## src/rtl/plrd_pkg.sv

```systemverilog
// shared types, codes and scaling constants of the press line rupture detector
`timescale 1ns / 1ps

package plrd_pkg;

    localparam int FRAC_DIGITS = 3;

    localparam int CFG_W     = 32;
    localparam int CFG_IDX_W = 2;

    typedef enum logic [CFG_IDX_W-1:0] {
        CFG_PARSE_SCALE     = 2'd0,
        CFG_START_THRESHOLD = 2'd1,
        CFG_DROP_FRACTION   = 2'd2,
        CFG_STRESS_GAIN     = 2'd3
    } cfg_idx_t;

    localparam logic [23:0] PARSE_SCALE_RST     = 24'd65536;
    localparam logic [30:0] START_THRESHOLD_RST = 31'd100;
    localparam logic [15:0] DROP_FRACTION_RST   = 16'd32768;
    localparam logic [31:0] STRESS_GAIN_RST     = 32'd2136150;

    localparam logic CMD_BYTE = 1'b0;
    localparam logic CMD_TICK = 1'b1;

    localparam logic [7:0] CHAR_LF    = 8'h0A;
    localparam logic [7:0] CHAR_CR    = 8'h0D;
    localparam logic [7:0] CHAR_PLUS  = 8'h2B;
    localparam logic [7:0] CHAR_MINUS = 8'h2D;
    localparam logic [7:0] CHAR_POINT = 8'h2E;
    localparam logic [7:0] CHAR_ZERO  = 8'h30;
    localparam logic [7:0] CHAR_NINE  = 8'h39;

    typedef enum logic [1:0] {
        EV_START   = 2'd0,
        EV_SAMPLE  = 2'd1,
        EV_RUPTURE = 2'd2
    } event_t;

    typedef enum logic [1:0] {
        SCAN_SEEK   = 2'd0,
        SCAN_NUMBER = 2'd1,
        SCAN_DONE   = 2'd2
    } scan_phase_t;

    typedef enum logic [3:0] {
        BK_IDLE,
        BK_POW,
        BK_MUL,
        BK_RND,
        BK_DIV,
        BK_SAT,
        BK_DEC,
        BK_CMP,
        BK_CHK,
        BK_START_OUT,
        BK_SAMPLE_MUL,
        BK_SAMPLE_OUT,
        BK_RUPTURE_MUL,
        BK_RUPTURE_OUT
    } back_state_t;

    typedef struct packed {
        logic        tick;
        logic        negative;
        logic [1:0]  frac_digits;
        logic [31:0] mantissa;
    } job_t;

    typedef struct packed {
        logic [23:0] parse_scale;
        logic [30:0] start_threshold;
        logic [15:0] drop_fraction;
        logic [31:0] stress_gain;
    } cfg_t;

    localparam int QUEUE_DEPTH = 4;
    localparam int QUEUE_AW    = 2;

    // load = (m * scale * SCALE_MUL + RND_ADD) >> 16, then / 10 with three fraction digits
    localparam logic [6:0]  SCALE_MUL = (FRAC_DIGITS == 0) ? 7'd100 :
                                        (FRAC_DIGITS == 1) ? 7'd10 : 7'd1;
    localparam logic [19:0] RND_ADD   = (FRAC_DIGITS == 3) ? 20'd327680 : 20'd32768;
    localparam logic        NEED_DIV  = (FRAC_DIGITS == 3);

    localparam int Y_W = 48;

    // divide by ten as a reciprocal multiply on a 35-bit operand, low and high half in turn
    localparam int          DIVIN_W     = 35;
    localparam int          DIV_LO_W    = 18;
    localparam int          RECIP_SHIFT = 38;
    localparam logic [34:0] RECIP_TEN   = 35'd27487790695;
    localparam int          DIV_CYCLES  = 2;
    localparam int          DIV_CNT_W   = $clog2(DIV_CYCLES);

    function automatic logic [9:0] pow10(input logic [1:0] k);
        logic [9:0] r;
        case (k)
            2'd0:    r = 10'd1;
            2'd1:    r = 10'd10;
            2'd2:    r = 10'd100;
            default: r = 10'd1000;
        endcase
        return r;
    endfunction

endpackage

```

## src/rtl/plrd_queue.sv

```systemverilog
// short job queue between the front end and the arithmetic back end
`timescale 1ns / 1ps

module plrd_queue (
    input  logic            aclk,
    input  logic            aresetn,
    input  logic            push,
    input  plrd_pkg::job_t  wdata,
    output logic            full,
    output logic            valid,
    output plrd_pkg::job_t  rdata,
    input  logic            pop
);
    import plrd_pkg::*;

    job_t                mem [QUEUE_DEPTH];
    logic [QUEUE_AW-1:0] wr_ptr_reg, wr_ptr_next;
    logic [QUEUE_AW-1:0] rd_ptr_reg, rd_ptr_next;
    logic [QUEUE_AW:0]   count_reg, count_next;
    logic                do_push;
    logic                do_pop;

    assign full    = (count_reg == (QUEUE_AW + 1)'(QUEUE_DEPTH));
    assign valid   = (count_reg != '0);
    assign rdata   = mem[rd_ptr_reg];
    assign do_push = push && !full;
    assign do_pop  = pop && valid;

    always_comb begin
        wr_ptr_next = do_push ? wr_ptr_reg + 1'b1 : wr_ptr_reg;
        rd_ptr_next = do_pop ? rd_ptr_reg + 1'b1 : rd_ptr_reg;
        count_next  = count_reg;
        if (do_push && !do_pop) begin
            count_next = count_reg + 1'b1;
        end else if (!do_push && do_pop) begin
            count_next = count_reg - 1'b1;
        end
    end

    always_ff @(posedge aclk) begin
        if (do_push) begin
            mem[wr_ptr_reg] <= wdata;
        end
    end

    always_ff @(posedge aclk) begin
        if (!aresetn) begin
            wr_ptr_reg <= '0;
            rd_ptr_reg <= '0;
            count_reg  <= '0;
        end else begin
            wr_ptr_reg <= wr_ptr_next;
            rd_ptr_reg <= rd_ptr_next;
            count_reg  <= count_next;
        end
    end

endmodule

```

## config.mk

```make
export PLATFORM = sky130hd
export DESIGN_NAME = plrd_queue
export DESIGN_NICKNAME = d
export VERILOG_FILES = /design/src/rtl/plrd_pkg.sv /design/src/rtl/plrd_queue.sv
export SDC_FILE = /design/constraint.sdc
export NUM_CORES = 1
export LEC_CHECK = 0
export ABC_AREA = 0
export BUFFER_PORTS_ARGS = -buffer_cell sky130_fd_sc_hd__buf_2
export CAP_MARGIN = 20
export CORE_AREA = 2 2 109 111
export DETAILED_ROUTE_END_ITERATION = 16
export DIE_AREA = 0 0 111 113
export PLACE_DENSITY = 0.7
export SLEW_MARGIN = 10
export SYNTH_ARGS = -nofsm -noshare
export SYNTH_HDL_FRONTEND = slang
export SYNTH_SLANG_ARGS = --single-unit
```

## constraint.sdc

```tcl
create_clock -name aclk -period 2.3 [get_ports aclk]
set_clock_uncertainty 0.2 [all_clocks]
set_input_delay 0.115 -clock aclk [delete_from_list [all_inputs] [get_ports aclk]]
set_output_delay 0.115 -clock aclk [all_outputs]
set_load 0.005 [all_outputs]
```

==> results by group, run 1 <==
Die
  – Die area: 12,500 um^2
  – Die H: 113 um
  – Starting Density: 50.7%
  – IO Pins: 78
  – Core box area: 11,300 um^2
  – Die width: 111 um
  – Core Rows: 39

Global routing
  – First-pass GRT wire length: 16.2 mm
  – Met1 global-route usage: 21.7%
  – Largest net degree at the start of global routing: 24
  – Number of global-route vias before repair: 3,032
  – Initial antenna violation count: 0
  – M2 GR Usage: 29.8%
  – Total grt overflow: 0
  – Most Crowded Layer GR: met2
  – GRT met3 Usage: 5.46%
  – GRT Total Usage: 17.6%

Drt
  – Vias: 2,803
  – Vias per cell: 5.27
  – DRC Markers: 0
  – DRT Pass-1 Iters: 5
  – Drt total wl: 10.1 mm
  – Detail Route Antenna Nets: 0
  – Initial drt markers: 180
  – Wire length per cell: 19.1 um

Cells and area
  – Layout cells sized above 1: 42.9%
  – Final core utilization: 65.8%
  – Fillcell total: 777
  – N_diodes: 0
  – Largest register FFs: 144
  – Finished Layout Cells: 532
  – Post-route cell area: 7420 um^2
  – Layout Nets: 422
  – P&R area growth vs syn: 29.7%

Timing
  – Final setup fails: 0
  – FMAX: 458 MHz
  – RSZ-0062 raised after global routing: no
  – Relative slew slack: 70.4%
  – Actual slew at the worst max-slew pin: 0.443 ns
  – Final hold violation count: 0
  – Fin crit period: 2.18 ns
  – Slew Limit Fails: 0
  – Tcrit/Tclk final: 94.9%

Logic synthesis
  – Multiplexer share of the synthesized area: 14.8%
  – Xor/xnor share of the synthesized area: 0.613%
  – Most frequent cell after synthesis: edfxtp_1
  – Ranking of synthesized cells by area: edfxtp_1 76%, mux4_2 13%, dfxtp_1 3.2%, ha_1 1.1%, buf_12 1.1%
  – Synth Area in Compound Gates: 0.591%
  – EDFF count, synth: 144
  – Top cell type's share of synthesized area: 75.6%
  – Cell taking the most area after synthesis: edfxtp_1
  – Netlist cell types: 24
  – Synthesis Warnings: 0
  – Async set-reset flop share out of synthesis: 0%
  – Post-synthesis share of cell area spent on and, or, nand and nor gates: 1.79%
  – Adder-cell area share of the yosys netlist: 1.44%
  – Synthesized flop and latch total: 153
  – Top_reg_cell synth: edfxtp_1
  – Main combinational cell family by area after synthesis: multiplexers
  – Mean Syn Cell Area: 24.2 um^2
  – Post-Syn Area: 5720 um^2
  – Cells after synthesis: 236
  – Syn Nets: 282
  – Sequential area share after synthesis: 78.8%
  – Commonest cells in the netlist: 144 x edfxtp_1, 34 x mux4_2, 9 x dfxtp_1, 8 x and2_1, 5 x ha_1

Run
  – Max cap viols: 0

Power and ir drop
  – Switching Power: 1.92 mW
  – Sw Share: 23.4%
  – Clock share of power: 35.9%
  – Final Power: 8.21 mW
  – Leak: 2.60 nW
  – Int Power: 6.29 mW
  – Sequential group share of total power: 43.4%
  – Peak supply drop: 0.608 mV
  – PwrDens: 1110 nW/um^2
  – Combinational Power Share: 20.7%

Placement
  – Port-buffer cells: 77
  – DP Cell Count: 458
  – DP Wirelength: 6.01 mm
  – Gpl congestion: 0.671
  – Placed Instance Area: 6350 um^2

Clock network
  – Htree depth: 4
  – TritonCTS Buffers: 17
  – Clk root buf: clkbuf_16
  – Clk buf depth: 2
  – Clock transition at path regs: 0.06 ns
  – Clock sinks: 153
  – CTS tree: done
  – Clock Latency Late Sink: 0.41 ns

Critical path
  – Worst EP required: 2.43 ns
  – CP Capture Type: register
  – Crit path max fanout: 6
  – WS Path Type: reg2reg
  – Worst path arrival time: 2.31 ns
  – Startpoint type of the worst setup path: register

Run status
  – Outcome: complete, no violations

Hold path
  – Min-delay worst type: in2reg
[placed cells by master (no fill, tap or decap), types with 4 or more instances in the layout]
cell	n
edfxtp_1	144
and2_1	4
mux4_2	34
buf_4	10
clkbuf_16	17
bufinv_16	5
dlygate4sd3_1	38
nand2_1	4
ha_1	4
dfxtp_1	4
buf_2	77
and2_2	4
buf_12	6
[stage by stage]
stage	setup slack (ns)	setup TNS, ns	hold WS (ns)
finish	0.117	0	0.196
global placement	0.113	0	0.126
CTS	0.00132	0	0.198
detailed placement	-0.0591	-0.0591	0.134
global route	0.00130	0	0.242
floorplan	0.00823	0	0.0139
[worst max-delay path, cell delays in order (launching register included)]
cell      delay, ns
dfxtp_2        0.35
nor3b_2        0.16
nor2b_1        0.16
ha_2           0.21
inv_1          0.05
fa_1           0.37
xor2_1         0.16
or3_1          0.31
a21boi_1       0.14
[per-layer routing]
metal	wire [um]	vias to the layer above
li1	-	1268
met1	4260	1445
met2	5340	76
met3	418	14
met4	131	0
met5	0	-
[path summary, 6_finish.rpt]
check,from,to,slack [ns],cells past startpoint
worst min-delay path,push,count_reg[2]$_SDFFE_PN0P_,0.20,5
worst min register to register,wr_ptr_reg[1]$_SDFFE_PN0P_,wr_ptr_reg[1]$_SDFFE_PN0P_,0.31,2
worst max register to register,count_reg[2]$_SDFFE_PN0P_,count_reg[2]$_SDFFE_PN0P_,0.12,8
worst max-delay path,count_reg[2]$_SDFFE_PN0P_,count_reg[2]$_SDFFE_PN0P_,0.12,8
[kinds of logic (layout without fill, tap and decap cells)]
kind of cell	count (synthesis)	count (layout)
muxes	39	39
DFF	153	153
buffers and inverters	13	166
xor gates and xnor gates	4	4
AOI/OAI and AO/OA	4	4
adders and majority gates	6	6
and+or+nand+nor	17	17
[layout make-up]
type	count	area, um^2	share of cell area (%)
sequential	153	4520	60.9
timing repair buffer	131	961	13.0
multi-input combinational	70	1120	15.1
clock buffer	19	433	5.84
tap	143	179	2.41
inverter	3	11.3	0.152
clock inverter	13	200	2.70
[power groups by stage]
stage | Sequential [mW] | Combinational [mW] | Clock, mW
floorplan | 3.52 | 1.14 | 0
global placement | 3.59 | 1.64 | 0
detailed placement | 3.61 | 1.66 | 0
CTS | 3.57 | 1.74 | 3.00
global route | 3.60 | 1.86 | 3.13
finish | 3.57 | 1.70 | 2.94
[what timing repair did]
item	CTS	global route
pin swaps	0	1
setup buffers	3	1
resized for setup	5	3
hold buffers	38	0
setup endpoints to repair	1	71
endpoints found under the hold margin	153	0
Note: power is estimated with default switching activity, not from simulation.
==> run 2: changes to the inputs <==
--- a/config.mk
+++ b/config.mk
@@ -14,2 +14,3 @@
 export PLACE_DENSITY = 0.7
+export REMOVE_ABC_BUFFERS = 1
 export SLEW_MARGIN = 10
--- a/constraint.sdc
+++ b/constraint.sdc
@@ -4,2 +4,2 @@
 set_output_delay 0.115 -clock aclk [all_outputs]
-set_load 0.005 [all_outputs]
+set_load 0.1 [all_outputs]
==> run 2 against run 1 <==
Net effect:
- count of clock-buffer cells in the layout fell by 1
- worst hold slack worse by 0.16 ns
- largest cell class unchanged
- sequential share of layout area rose by 0.68 points
- register-to-register slack worse by 0.06 ns
- die area stayed put
- via count fell by 1.5%
- critical path type unchanged
- wire length decreased by 4.6%
- utilization fell by 0.80 points
- design area down 1.2%
==> results by group, run 2 (synthesized netlist as in run 1, its figures left out) <==
Run status
  – Outcome: complete, no violations

Die
  – Die area: 12,500 um^2
  – Core box area: 11,300 um^2
  – Die H: 113 um
  – Core Rows: 39
  – Die width: 111 um
  – Starting Density: 50.7%
  – IO Pins: 78

Placement
  – Gpl congestion: 0.691
  – DP Cell Count: 458
  – DP Wirelength: 5.65 mm
  – Port-buffer cells: 77
  – Place WS: -0.0204 ns

Critical path
  – FF-to-FF path depth: 7
  – Setup slack, reg-to-reg: 0.06 ns
  – Slowest stage delay, CP: 0.38 ns
  – Crit path max-delay cell type: fa_1
  – CP Capture Type: register
  – Startpoint type of the worst setup path: register
  – R2R Path End: count_reg[2]$_SDFFE_PN0P_
  – Worst path arrival time: 2.38 ns
  – CP cell instances: o31ai_4 > ha_2 > inv_1 > fa_1 > xor2_1 > or3_1 > a21boi_1
  – Crit path max fanout: 6
  – R2R Path Start: count_reg[1]$_SDFFE_PN0P_
  – WS Path Type: reg2reg
  – Worst EP required: 2.44 ns

Power and ir drop
  – Sw Share: 41.1%
  – PwrDens: 1400 nW/um^2
  – Leak: 2.55 nW
  – Final Power: 10.3 mW
  – Peak supply drop: 1.09 mV
  – Clock share of power: 26.5%
  – Combinational Power Share: 39.2%
  – Sequential group share of total power: 34.3%
  – Switching Power: 4.22 mW
  – Int Power: 6.05 mW

Clock network
  – Clock sinks: 153
  – Clk buf depth: 2
  – Htree depth: 4
  – Clock Latency Late Sink: 0.41 ns
  – CTS tree: done
  – TritonCTS Buffers: 17
  – Clk root buf: clkbuf_16
  – Clock transition at path regs: 0.06 ns

Timing
  – Relative slew slack: 66.3%
  – Fin crit period: 2.24 ns
  – FMAX: 446 MHz
  – Tcrit/Tclk final: 97.5%
  – Slew Limit Fails: 0
  – Actual slew at the worst max-slew pin: 0.509 ns
  – Worst setup margin: 0.0564 ns
  – Final hold violation count: 0
  – Final hold slack: 0.0325 ns
  – Final setup fails: 0

Run
  – Max cap viols: 0

Cells and area
  – P&R area growth vs syn: 28.2%
  – N_diodes: 0
  – Layout cells sized above 1: 43.2%
  – Most frequent cells in the layout: 144 x edfxtp_1, 75 x buf_2, 38 x dlygate4sd3_1
  – Commonest non-fill, non-tap cell in the layout: edfxtp_1
  – Finished Layout Cells: 527
  – Largest register FFs: 144
  – Layout Nets: 418

Drt
  – Initial drt markers: 195
  – Detail Route Antenna Nets: 0
  – DRC Markers: 0
  – Vias per cell: 5.24
  – DRT Pass-1 Iters: 5
  – Vias: 2,762
  – Wire length per cell: 18.4 um
  – Drt total wl: 9.68 mm

Global routing
  – Initial antenna violation count: 0
  – GRT Total Usage: 16.5%
  – Total grt overflow: 0
  – Largest net degree at the start of global routing: 29
  – First-pass GRT wire length: 15.3 mm
  – Number of global-route vias before repair: 2,913

Hold path
  – WHS Endpoint: wr_ptr_reg[0]$_SDFFE_PN0P_
  – Hold path depth: 4
  – Min-delay worst type: in2reg
  – Hold path startpoint: push
run 2: changes by cell type in the layout (fill, tap and decap cells not counted), sizes merged:
cell	before	now
buf	93	87
clkbuf	19	20
clkinvlp	2	4
bufinv	5	3
run 2: how the worst max path moves through the flow:
stage / from / end / slack (ns) / depth (start not counted)
3_3_place_gp: count_reg[1]$_SDFFE_PN0P_ / count_reg[2]$_SDFFE_PN0P_ / 0.11 / 7
3_5_place_dp: count_reg[0]$_SDFFE_PN0P_ / count_reg[2]$_SDFFE_PN0P_ / -0.02 / 8
4_1_cts: count_reg[1]$_SDFFE_PN0P_ / count_reg[2]$_SDFFE_PN0P_ / 0.008 / 7
2_1_floorplan: count_reg[2]$_SDFFE_PN0P_ / count_reg[2]$_SDFFE_PN0P_ / -0.99 / 8
6_report: count_reg[1]$_SDFFE_PN0P_ / count_reg[2]$_SDFFE_PN0P_ / 0.06 / 7
5_1_grt: count_reg[1]$_SDFFE_PN0P_ / count_reg[2]$_SDFFE_PN0P_ / -0.02 / 7
run 2: critical path: cells and delay by family, from the launching register on:
kind / cells / cell delay [ns]
AND/OR/NAND/NOR: 1 / 0.30
adder cells (fa/ha/maj): 2 / 0.63
flip-flops: 1 / 0.37
buffers and inverters: 1 / 0.06
XOR/XNOR: 1 / 0.16
AO/OA/AOI/OAI: 2 / 0.46
run 2: repair_timing:
| item | 4_1_cts | 5_1_grt |
|---|---|---|
| hold endpoints to repair | 153 | 0 |
| setup buffers | 0 | 0 |
| gates resized for setup | 2 | 7 |
| pin swaps | 0 | 1 |
| endpoints found under the setup margin | 1 | 3 |
| hold buffers | 38 | 0 |
run 2: layout make-up:
| type | count | area, um^2 |
|---|---|---|
| clock buffer | 18 | 429 |
| multi-input combinational | 70 | 1120 |
| timing repair buffer | 127 | 923 |
| fill | 727 | 3940 |
| sequential | 153 | 4510 |
| clock inverter | 13 | 154 |
| tap | 143 | 179 |
| inverter | 3 | 11.3 |
run 2: per-stage QoR:
stage               utilization [%]  area, um^2  TNS (ns)
floorplan                         -        5620   -157.60
global placement               56.3        6340         0
detailed placement             56.3        6340   -0.0204
CTS                            64.8        7310         0
global route                   65.0        7330   -0.0248
finish                         65.0        7330         0
run 2: per-layer routing:
metal	wire, um	vias up	track usage [%]
li1	-	1252	-
met5	0	-	0
met3	571	11	4.98
met1	4040	1408	21.0
met4	109	0	6.08
met2	4960	91	27.4
run 2: power groups by stage:
stage	clock (mW)	combinational (mW)	sequential (mW)
2_1_floorplan	0	3.20	3.67
3_3_place_gp	0	3.98	3.55
3_5_place_dp	0	3.99	3.57
4_1_cts	2.77	4.05	3.52
5_1_grt	2.88	4.18	3.56
6_report	2.72	4.03	3.53
