File: src/rtl/plrd_pkg.sv
// shared types, codes and scaling constants of the press line rupture detector
`timescale 1ns / 1ps

package plrd_pkg;

    localparam int FRAC_DIGITS = 3;

    localparam int CFG_W     = 32;
    localparam int CFG_IDX_W = 2;

    typedef enum logic [CFG_IDX_W-1:0] {
        CFG_PARSE_SCALE     = 2'd0,
        CFG_START_THRESHOLD = 2'd1,
        CFG_DROP_FRACTION   = 2'd2,
        CFG_STRESS_GAIN     = 2'd3
    } cfg_idx_t;

    localparam logic [23:0] PARSE_SCALE_RST     = 24'd65536;
    localparam logic [30:0] START_THRESHOLD_RST = 31'd100;
    localparam logic [15:0] DROP_FRACTION_RST   = 16'd32768;
    localparam logic [31:0] STRESS_GAIN_RST     = 32'd2136150;

    localparam logic CMD_BYTE = 1'b0;
    localparam logic CMD_TICK = 1'b1;

    localparam logic [7:0] CHAR_LF    = 8'h0A;
    localparam logic [7:0] CHAR_CR    = 8'h0D;
    localparam logic [7:0] CHAR_PLUS  = 8'h2B;
    localparam logic [7:0] CHAR_MINUS = 8'h2D;
    localparam logic [7:0] CHAR_POINT = 8'h2E;
    localparam logic [7:0] CHAR_ZERO  = 8'h30;
    localparam logic [7:0] CHAR_NINE  = 8'h39;

    typedef enum logic [1:0] {
        EV_START   = 2'd0,
        EV_SAMPLE  = 2'd1,
        EV_RUPTURE = 2'd2
    } event_t;

    typedef enum logic [1:0] {
        SCAN_SEEK   = 2'd0,
        SCAN_NUMBER = 2'd1,
        SCAN_DONE   = 2'd2
    } scan_phase_t;

    typedef enum logic [3:0] {
        BK_IDLE,
        BK_POW,
        BK_MUL,
        BK_RND,
        BK_DIV,
        BK_SAT,
        BK_DEC,
        BK_CMP,
        BK_CHK,
        BK_START_OUT,
        BK_SAMPLE_MUL,
        BK_SAMPLE_OUT,
        BK_RUPTURE_MUL,
        BK_RUPTURE_OUT
    } back_state_t;

    typedef struct packed {
        logic        tick;
        logic        negative;
        logic [1:0]  frac_digits;
        logic [31:0] mantissa;
    } job_t;

    typedef struct packed {
        logic [23:0] parse_scale;
        logic [30:0] start_threshold;
        logic [15:0] drop_fraction;
        logic [31:0] stress_gain;
    } cfg_t;

    localparam int QUEUE_DEPTH = 4;
    localparam int QUEUE_AW    = 2;

    // load = (m * scale * SCALE_MUL + RND_ADD) >> 16, then / 10 with three fraction digits
    localparam logic [6:0]  SCALE_MUL = (FRAC_DIGITS == 0) ? 7'd100 :
                                        (FRAC_DIGITS == 1) ? 7'd10 : 7'd1;
    localparam logic [19:0] RND_ADD   = (FRAC_DIGITS == 3) ? 20'd327680 : 20'd32768;
    localparam logic        NEED_DIV  = (FRAC_DIGITS == 3);

    localparam int Y_W = 48;

    // divide by ten as a reciprocal multiply on a 35-bit operand, low and high half in turn
    localparam int          DIVIN_W     = 35;
    localparam int          DIV_LO_W    = 18;
    localparam int          RECIP_SHIFT = 38;
    localparam logic [34:0] RECIP_TEN   = 35'd27487790695;
    localparam int          DIV_CYCLES  = 2;
    localparam int          DIV_CNT_W   = $clog2(DIV_CYCLES);

    function automatic logic [9:0] pow10(input logic [1:0] k);
        logic [9:0] r;
        case (k)
            2'd0:    r = 10'd1;
            2'd1:    r = 10'd10;
            2'd2:    r = 10'd100;
            default: r = 10'd1000;
        endcase
        return r;
    endfunction

endpackage

File: src/rtl/plrd_front.sv
// front end: accepts items, scans line characters and queues ticks and line ends
`timescale 1ns / 1ps

module plrd_front #(
    parameter int MAX_LINE = 120
) (
    input  logic            aclk,
    input  logic            aresetn,
    input  logic            s_valid,
    output logic            s_ready,
    input  logic            s_cmd,
    input  logic [7:0]      s_data_byte,
    input  logic            q_full,
    output logic            q_push,
    output plrd_pkg::job_t  q_wdata
);
    import plrd_pkg::*;

    localparam int LEN_W = $clog2(MAX_LINE + 1);

    logic [LEN_W-1:0] line_len_reg, line_len_next;
    scan_phase_t      phase_reg, phase_next;
    logic             neg_reg, neg_next;
    logic             seen_point_reg, seen_point_next;
    logic [1:0]       frac_reg, frac_next;
    logic [31:0]      mant_reg, mant_next;

    logic        accept;
    logic        is_eol;
    logic        is_digit;
    logic        is_sign;
    logic        is_point;
    logic [3:0]  digit_val;
    logic [35:0] mant_wide;
    logic [31:0] mant_add;

    assign s_ready  = !q_full;
    assign accept   = s_valid && s_ready;
    assign is_eol   = (s_data_byte == CHAR_CR) || (s_data_byte == CHAR_LF);
    assign is_digit = (s_data_byte >= CHAR_ZERO) && (s_data_byte <= CHAR_NINE);
    assign is_sign  = (s_data_byte == CHAR_PLUS) || (s_data_byte == CHAR_MINUS);
    assign is_point = (s_data_byte == CHAR_POINT);

    assign digit_val = 4'(s_data_byte - CHAR_ZERO);
    assign mant_wide = 36'(mant_reg) * 36'd10 + 36'(digit_val);
    assign mant_add  = (|mant_wide[35:32]) ? 32'hFFFF_FFFF : mant_wide[31:0];

    assign q_push = accept && ((s_cmd == CMD_TICK) ||
                    (is_eol && (line_len_reg != '0) && (phase_reg != SCAN_SEEK)));

    always_comb begin
        q_wdata.tick        = (s_cmd == CMD_TICK);
        q_wdata.negative    = neg_reg;
        q_wdata.frac_digits = frac_reg;
        q_wdata.mantissa    = mant_reg;
    end

    always_comb begin
        line_len_next   = line_len_reg;
        phase_next      = phase_reg;
        neg_next        = neg_reg;
        seen_point_next = seen_point_reg;
        frac_next       = frac_reg;
        mant_next       = mant_reg;
        if (accept && (s_cmd == CMD_BYTE)) begin
            if (is_eol) begin
                line_len_next   = '0;
                phase_next      = SCAN_SEEK;
                neg_next        = 1'b0;
                seen_point_next = 1'b0;
                frac_next       = 2'd0;
                mant_next       = 32'd0;
            end else if (line_len_reg < LEN_W'(MAX_LINE)) begin
                line_len_next = line_len_reg + 1'b1;
                if (phase_reg == SCAN_SEEK && is_sign) begin
                    phase_next = SCAN_NUMBER;
                    neg_next   = (s_data_byte == CHAR_MINUS);
                end else if ((phase_reg == SCAN_SEEK && (is_digit || is_point)) ||
                             phase_reg == SCAN_NUMBER) begin
                    phase_next = SCAN_NUMBER;
                    if (is_digit) begin
                        if (!seen_point_reg) begin
                            mant_next = mant_add;
                        end else if (frac_reg < 2'(FRAC_DIGITS)) begin
                            mant_next = mant_add;
                            frac_next = frac_reg + 2'd1;
                        end
                    end else if (is_point && !seen_point_reg) begin
                        seen_point_next = 1'b1;
                    end else begin
                        phase_next = SCAN_DONE;
                    end
                end
            end
        end
    end

    always_ff @(posedge aclk) begin
        if (!aresetn) begin
            line_len_reg   <= '0;
            phase_reg      <= SCAN_SEEK;
            neg_reg        <= 1'b0;
            seen_point_reg <= 1'b0;
            frac_reg       <= 2'd0;
            mant_reg       <= 32'd0;
        end else begin
            line_len_reg   <= line_len_next;
            phase_reg      <= phase_next;
            neg_reg        <= neg_next;
            seen_point_reg <= seen_point_next;
            frac_reg       <= frac_next;
            mant_reg       <= mant_next;
        end
    end

endmodule

File: config.mk
export PLATFORM = sky130hd
export DESIGN_NAME = plrd_front
export DESIGN_NICKNAME = d
export VERILOG_FILES = /design/src/rtl/plrd_pkg.sv /design/src/rtl/plrd_front.sv
export SDC_FILE = /design/constraint.sdc
export NUM_CORES = 1
export LEC_CHECK = 0
export BUFFER_PORTS_ARGS = -buffer_cell sky130_fd_sc_hd__buf_4
export CORE_MARGIN = 8
export CORE_UTILIZATION = 55
export CTS_CLUSTER_DIAMETER = 200
export DETAILED_ROUTE_END_ITERATION = 8
export PLACE_DENSITY = 0.85
export SLEW_MARGIN = 10
export SYNTH_ARGS = -nofsm -noshare
export SYNTH_HDL_FRONTEND = slang
export SYNTH_SLANG_ARGS = --single-unit
File: constraint.sdc
create_clock -name aclk -period 4.2 [get_ports aclk]
set_input_delay 0.84 -clock aclk [delete_from_list [all_inputs] [get_ports aclk]]
set_output_delay 0.84 -clock aclk [all_outputs]
set_load 0.05 [all_outputs]
==> results of run 1 <==
## through the flow
step | setup TNS (ns) | util, % | worst slack (ns) | area (µm²) | power, µW
6_report | -0.290 | 67.9 | -0.0529 | 6270 | 737
5_1_grt | -4.09 | 67.9 | -0.166 | 6270 | 761
3_3_place_gp | 0 | 63.5 | 0.200 | 5870 | 481
4_1_cts | 0 | 64.4 | 0.00650 | 5950 | 734
3_5_place_dp | -0.0379 | 63.5 | -0.0136 | 5870 | 483
2_1_floorplan | 0 | - | 0.0551 | 5240 | 465
## layer usage
metal / GRT usage (%) / routed length [µm] / vias up
met4: 11.9 / 816 / 0
met5: 0 / 0 / -
li1: - / - / 2654
met2: 41.2 / 8160 / 282
met1: 28.8 / 6910 / 2656
met3: 3.28 / 1080 / 61
## worst paths after layout
check	from	to	slack, ns	cells past startpoint
worst max-delay path	mant_reg[1]$_SDFFE_PN0P_	mant_reg[6]$_SDFFE_PN0P_	-0.05	16
worst min-delay path	line_len_reg[6]$_SDFFE_PN0P_	line_len_reg[6]$_SDFFE_PN0P_	0.52	2
worst min register to register	line_len_reg[6]$_SDFFE_PN0P_	line_len_reg[6]$_SDFFE_PN0P_	0.52	2
worst max register to register	mant_reg[1]$_SDFFE_PN0P_	mant_reg[6]$_SDFFE_PN0P_	-0.05	16
## cell families after synthesis
logic type               count (synthesis)
flip-flops                              45
XOR/XNOR                                44
multiplexers                             6
adder cells (fa/ha/maj)                 68
AND/OR/NAND/NOR                        222
AO/OA/AOI/OAI                          217
buffers and inverters                   53
## worst max-delay path: stages (launching register included)
cell and delay, ns:
dfxtp_1 0.33, ha_1 0.29, ha_2 0.23, inv_1 0.07
fa_1 0.42, nand2b_4 0.18, a21bo_2 0.22, and2_1 0.19
xor2_1 0.22, and4bb_2 0.42, nand4_2 0.17, or3_4 0.41
nor3_4 0.25, mux2i_4 0.28, buf_12 0.15, clkbuf_16 0.16
a311oi_1 0.10
## area by class of cell
cell class	instances	area (µm²)	share of cell area (%)
clock buffer	8	80.1	1.28
multi-input combinational	557	4200	67.0
tap	129	161	2.57
sequential	45	908	14.5
inverter	22	82.6	1.32
timing repair buffer	103	841	13.4
## power groups by stage
stage | clock [µW] | sequential, µW | combinational (µW)
after CTS | 261 | 428 | 45.2
after detailed placement | 0 | 438 | 45.0
after floorplan | 0 | 438 | 26.3
after global routing | 283 | 428 | 50.2
after global placement | 0 | 438 | 42.9
final | 262 | 428 | 46.4
## Yosys cell counts, types with 5 or more instances
master,number,area [µm²]
a211oi_1,5,37.5
a21o_1,10,75.1
a21oi_1,64,320
a22oi_1,9,67.6
a311oi_1,19,166
a31oi_1,5,31.3
and2_1,8,50.1
and3_1,7,43.8
buf_2,6,30.0
buf_4,7,52.6
buf_6,5,56.3
clkbuf_1,8,30.0
dfxtp_1,45,901
ha_1,66,826
inv_1,22,82.6
mux2i_1,5,50.1
nand2_1,48,180
nand2b_1,7,43.8
nand3_1,17,85.1
nand4_1,17,106
nor2_1,48,180
nor3_1,22,110
nor3b_1,6,45.0
nor4_1,9,56.3
o211ai_1,7,52.6
o21a_1,10,75.1
o21ai_0,30,150
o21bai_1,6,45.0
or3_1,5,31.3
xnor2_1,24,210
xor2_1,20,175
## what timing repair did
item                                    4_1_cts  5_1_grt
gates cloned                                  0        3
pin swaps                                     1       16
gates resized for setup                       1       40
buffers inserted                              0       11
hold endpoints to repair                      0        0
endpoints found under the setup margin       22       32
==> results.yml, run 1 <==
place:
  dp.cells: 842
  detailed_place_hpwl_um: 12700
  port_buffers: 50
  finalWeightedCongestion: 0.941
timing:
  period_needed_ns: 4.25
  max_clock_freq_ghz: 0.235
  maxSlewViolCount: 0
  slew-limit-headroom_pct: 34.0
  setup_viol: 17
  rsz0062_at_grt: "yes"
  worstMarginPinSlew_ns: 0.987
  fin_hold_ws_ns: 0.516
  fin_crit_sh_pct: 101
  setup_ws_ns: -0.0529
  hold_viol_final: 0
  clock_skew_ns: 0.00438
synth:
  ys_seq_area_share_pct: 17.2
  ys_warn_count: 0
  ys_ff_latch: 45
  syn_nets: 736
  synth-adder-area-share_pct: 16.5
  ys.flop_type: "dfxtp_1"
  synth_edf_count: 0
  syn_inst: 655
  synth_compound_area_share_pct: 29.4
  async_flop_share_pct: 0
  synthSimpleGateAreaFrac_pct: 22.6
  synth_top_family_by_area: "compound AO/OA/AOI/OAI gates"
  muxShareOfSynthArea_pct: 1.22
  avgSynthCellArea_um2: 8.00
  synth_cell_types: 81
  netlist_area_um2: 5240
  synth-xor-area-share_pct: 7.36
power:
  intPower_uw: 563
  seq_power_share_pct: 58.1
  power.leakage_uw: 0.00268
  power_frac_comb_pct: 6.3
  max-vdd-ir-drop_mv: 0.171
  swShare_pct: 23.6
  power_switching_uw: 174
  p_per_area_nw_per_um2: 117
  clkPwrFrac_pct: 35.6
global_route:
  grt_pass1_vias: 5318
  grt_pass1_wl_um: 25800
  overflow: 0
  track_usage_pct: 24.0
  antenna_found_initial: 0
  grt_max_degree: 39
clock_tree:
  cts_sinks: 45
  cts_tree: "yes"
  cts_max_path_buffers: 2
  holdBufCountCts: 0
  clkSlewWorstSetupHoldPaths_ns: 0.08
  ctsHtreeMaxLevel: 2
  clk_latency_ns: 0.30
  root_buffer: "clkbuf_8"
  numCtsBuffers: 5
worst_setup_path:
  critical_path_class: "flop to flop"
  start_kind: "flop"
  worstPathRequired_ns: 4.33
  cp-end-kind: "flop"
  cp.arrival_ns: 4.39
  crit_path_max_fanout: 8
route:
  vias_per_cell: 6.54
  vias: 5653
  drc_errors: 0
  detailedRoute.firstIterationViolations: 465
  drt-pass1-iter-count: 5
  ant_nets: 0
  wire_per_inst_um: 19.6
  totalWireLength_um: 17000
cells_and_area:
  nFillCells: 736
  area_delta_synth_final_pct: 19.8
  antenna_cells: 0
  fin_cells: 864
  largest_reg_flops: 32
  final_cell_mix: "97 x buf_4, 62 x a21oi_1, 57 x ha_1"
  final_common_cell: "buf_4"
  final_nets: 815
  drive_above_1_share_pct: 21.6
floorplan:
  die_h_um: 114
  num_rows: 35
  core_area_um2: 9240
  die-area_um2: 12900
  die_w_um: 114
  start_util_pct: 56.7
  ios: 51
min_path:
  min_path_type: "flop to flop"
run_status:
  violations: "setup timing"
  status: "finished, violations left"
run:
  drv_cap: 0
Note: power is estimated with default switching activity, not from simulation.
==> inputs of run 2 (changes only) <==
- CORE_MARGIN: 8 -> 2
- SKIP_LAST_GASP: unset -> 1
==> run 2 against run 1 <==
- the run now ends clean
- worst hold slack got worse by 0.014 ns
- clock power rose by 2%
- register-to-register slack improved by 0.13 ns
- combinational power rose by 2%
- count of clock-buffer cells in the layout fell by 1
- global-route usage rose by 6.7 points
- utilization rose by 1.3 points
==> results.yml, run 2 (same netlist as run 1, synthesis figures left out) <==
power:
  p_per_area_nw_per_um2: 116
  clkPwrFrac_pct: 36.2
  total_power_uw: 743
  seq_power_share_pct: 57.5
  intPower_uw: 562
  swShare_pct: 24.4
  max-vdd-ir-drop_mv: 0.127
  power_switching_uw: 181
  power_frac_comb_pct: 6.4
  power.leakage_uw: 0.00269
cells_and_area:
  final_cell_mix: "99 x buf_4, 60 x a21oi_1, 56 x ha_1"
  postLayoutCoreUtil_pct: 69.2
  drive_above_1_share_pct: 23.5
  area_delta_synth_final_pct: 22.1
  multiInputGateArea_um2: 4310
  antenna_cells: 0
  final_nets: 816
  fin_cells: 865
  largest_reg_flops: 32
  final_common_cell: "buf_4"
  nFillCells: 752
  register_area_um2: 917
worst_setup_path:
  cp.arrival_ns: 4.27
  worstPathRequired_ns: 4.34
  critical_path_class: "flop to flop"
  r2r_cells: 14
  crit_path_end: "mant_reg[6]$_SDFFE_PN0P_"
  rr_startpoint: "mant_reg[5]$_SDFFE_PN0P_"
  path_cells: "ha_1, ha_4, o211ai_1, o211ai_1, a21oi_4, o21ba_2, o41ai_4, nor3b_2, o21a_1, or4b_1, mux2i_4, buf_12, clkbuf_16, a311oi_1"
  slowest_delay_ns: 0.52
  crit_path_max_fanout: 8
  cp-end-kind: "flop"
  start_kind: "flop"
  cpMostUsedCell: "o211ai_1"
  worst-r2r-setup-slack_ns: 0.07
  critPathLaunch: "mant_reg[5]$_SDFFE_PN0P_"
  critPathSlowestCell: "o211ai_1"
  r2r_end: "mant_reg[6]$_SDFFE_PN0P_"
floorplan:
  die_h_um: 102
  ios: 51
  num_rows: 35
  die_w_um: 102
  start_util_pct: 56.7
  core_area_um2: 9240
  die-area_um2: 10300
route:
  drt-pass1-iter-count: 5
  totalWireLength_um: 16900
  wire_per_inst_um: 19.5
  drc_errors: 0
  detailedRoute.firstIterationViolations: 384
  vias: 5637
  ant_nets: 0
  vias_per_cell: 6.52
clock_tree:
  holdBufCountCts: 0
  clk_latency_ns: 0.30
  root_buffer: "clkbuf_8"
  cts_tree: "yes"
  ctsHtreeMaxLevel: 2
  numCtsBuffers: 5
  cts_max_path_buffers: 2
  clkSlewWorstSetupHoldPaths_ns: 0.09
  cts_sinks: 45
place:
  port_buffers: 50
  detailed_place_hpwl_um: 12500
  finalWeightedCongestion: 0.940
  dp.cells: 842
global_route:
  grt_max_degree: 33
  overflow: 0
  grt_pass1_wl_um: 25400
  track_usage_pct: 30.7
  grt_pass1_vias: 5144
  antenna_found_initial: 0
run_status:
  status: "finished clean"
timing:
  fin_crit_sh_pct: 98.3
  slew-limit-headroom_pct: 35.4
  maxSlewViolCount: 0
  fin_hold_ws_ns: 0.501
  setup_viol: 0
  period_needed_ns: 4.13
  worstMarginPinSlew_ns: 0.966
  max_clock_freq_ghz: 0.242
  setup_tns_ns: 0
  hold_viol_final: 0
  clock_skew_ns: 0.00887
run:
  drv_cap: 0
min_path:
  min_path_type: "flop to flop"
run 2: changes by cell type in the layout (fill, tap and decap cells not counted), moves of 2 or more:
| cell | before | now |
|---|---|---|
| o21ai_1 | 9 | 6 |
| ha_2 | 4 | 2 |
| o21ai_0 | 23 | 26 |
| a21oi_1 | 62 | 60 |
| buf_4 | 97 | 99 |
| a221oi_2 | 1 | 3 |
| dfxtp_4 | 0 | 2 |
| nor3b_2 | 0 | 2 |
| a221oi_1 | 3 | 1 |
| dfxtp_1 | 39 | 36 |
| ha_4 | 5 | 8 |
| nor3b_1 | 6 | 4 |
run 2: layout make-up:
cell class                 count  area share (%)
clock buffer                   7            1.19
inverter                      22            1.29
sequential                    45            14.3
clock inverter                 1           0.117
multi-input combinational    557            67.3
tap                          129            2.52
timing repair buffer         104            13.2
run 2: power by group through the flow:
stage               clock (µW)  combinational [µW]  sequential [µW]
finish                     268                47.3              427
global route               290                51.0              427
CTS                        266                46.1              428
detailed placement           0                46.0              438
global placement             0                43.4              438
floorplan                    0                26.3              438
run 2: worst min-delay path by stage:
stage               depth (start not counted)                            to                         start
floorplan                                   2          neg_reg$_SDFFE_PN0P_          neg_reg$_SDFFE_PN0P_
detailed placement                          2  line_len_reg[6]$_SDFFE_PN0P_  line_len_reg[6]$_SDFFE_PN0P_
CTS                                         2      frac_reg[0]$_SDFFE_PN0P_      frac_reg[0]$_SDFFE_PN0P_
global route                                2  line_len_reg[6]$_SDFFE_PN0P_  line_len_reg[6]$_SDFFE_PN0P_
global placement                            2      frac_reg[0]$_SDFFE_PN0P_      frac_reg[0]$_SDFFE_PN0P_
finish                                      2      frac_reg[0]$_SDFFE_PN0P_      frac_reg[0]$_SDFFE_PN0P_
run 2: repair_timing:
| action | in CTS | in global routing |
|---|---|---|
| setup endpoints to repair | 20 | 32 |
| endpoints found under the hold margin | 0 | 0 |
| gates cloned | 0 | 3 |
| pin swaps | 0 | 9 |
| gates resized for setup | 1 | 58 |
| setup buffers | 0 | 12 |
run 2: worst max-delay path: cells and delay by family, from the launching register on:
family / cells / cell delay [ns]
buffers and inverters: 2 / 0.31
flip-flops: 1 / 0.38
AND/OR/NAND/NOR: 2 / 0.70
multiplexers: 1 / 0.18
adder cells (fa/ha/maj): 2 / 0.65
AO/OA/AOI/OAI: 7 / 1.73
run 2: metal layers:
metal  routed length [µm]  GRT usage (%)  vias to the layer above
met5                    0              0                        -
met4                  730           10.5                        0
met3                  831           3.52                       63
met2                 8290           54.7                      237
met1                 7000           38.2                     2687
li1                     -              -                     2650
run 2: stage by stage:
step | cell area [µm²] | setup WS, ns
2_1_floorplan | 5240 | 0.0551
3_3_place_gp | 5870 | 0.0844
3_5_place_dp | 5870 | -0.0252
4_1_cts | 5960 | 0.000509
5_1_grt | 6400 | -0.0585
6_report | 6400 | 0.0733
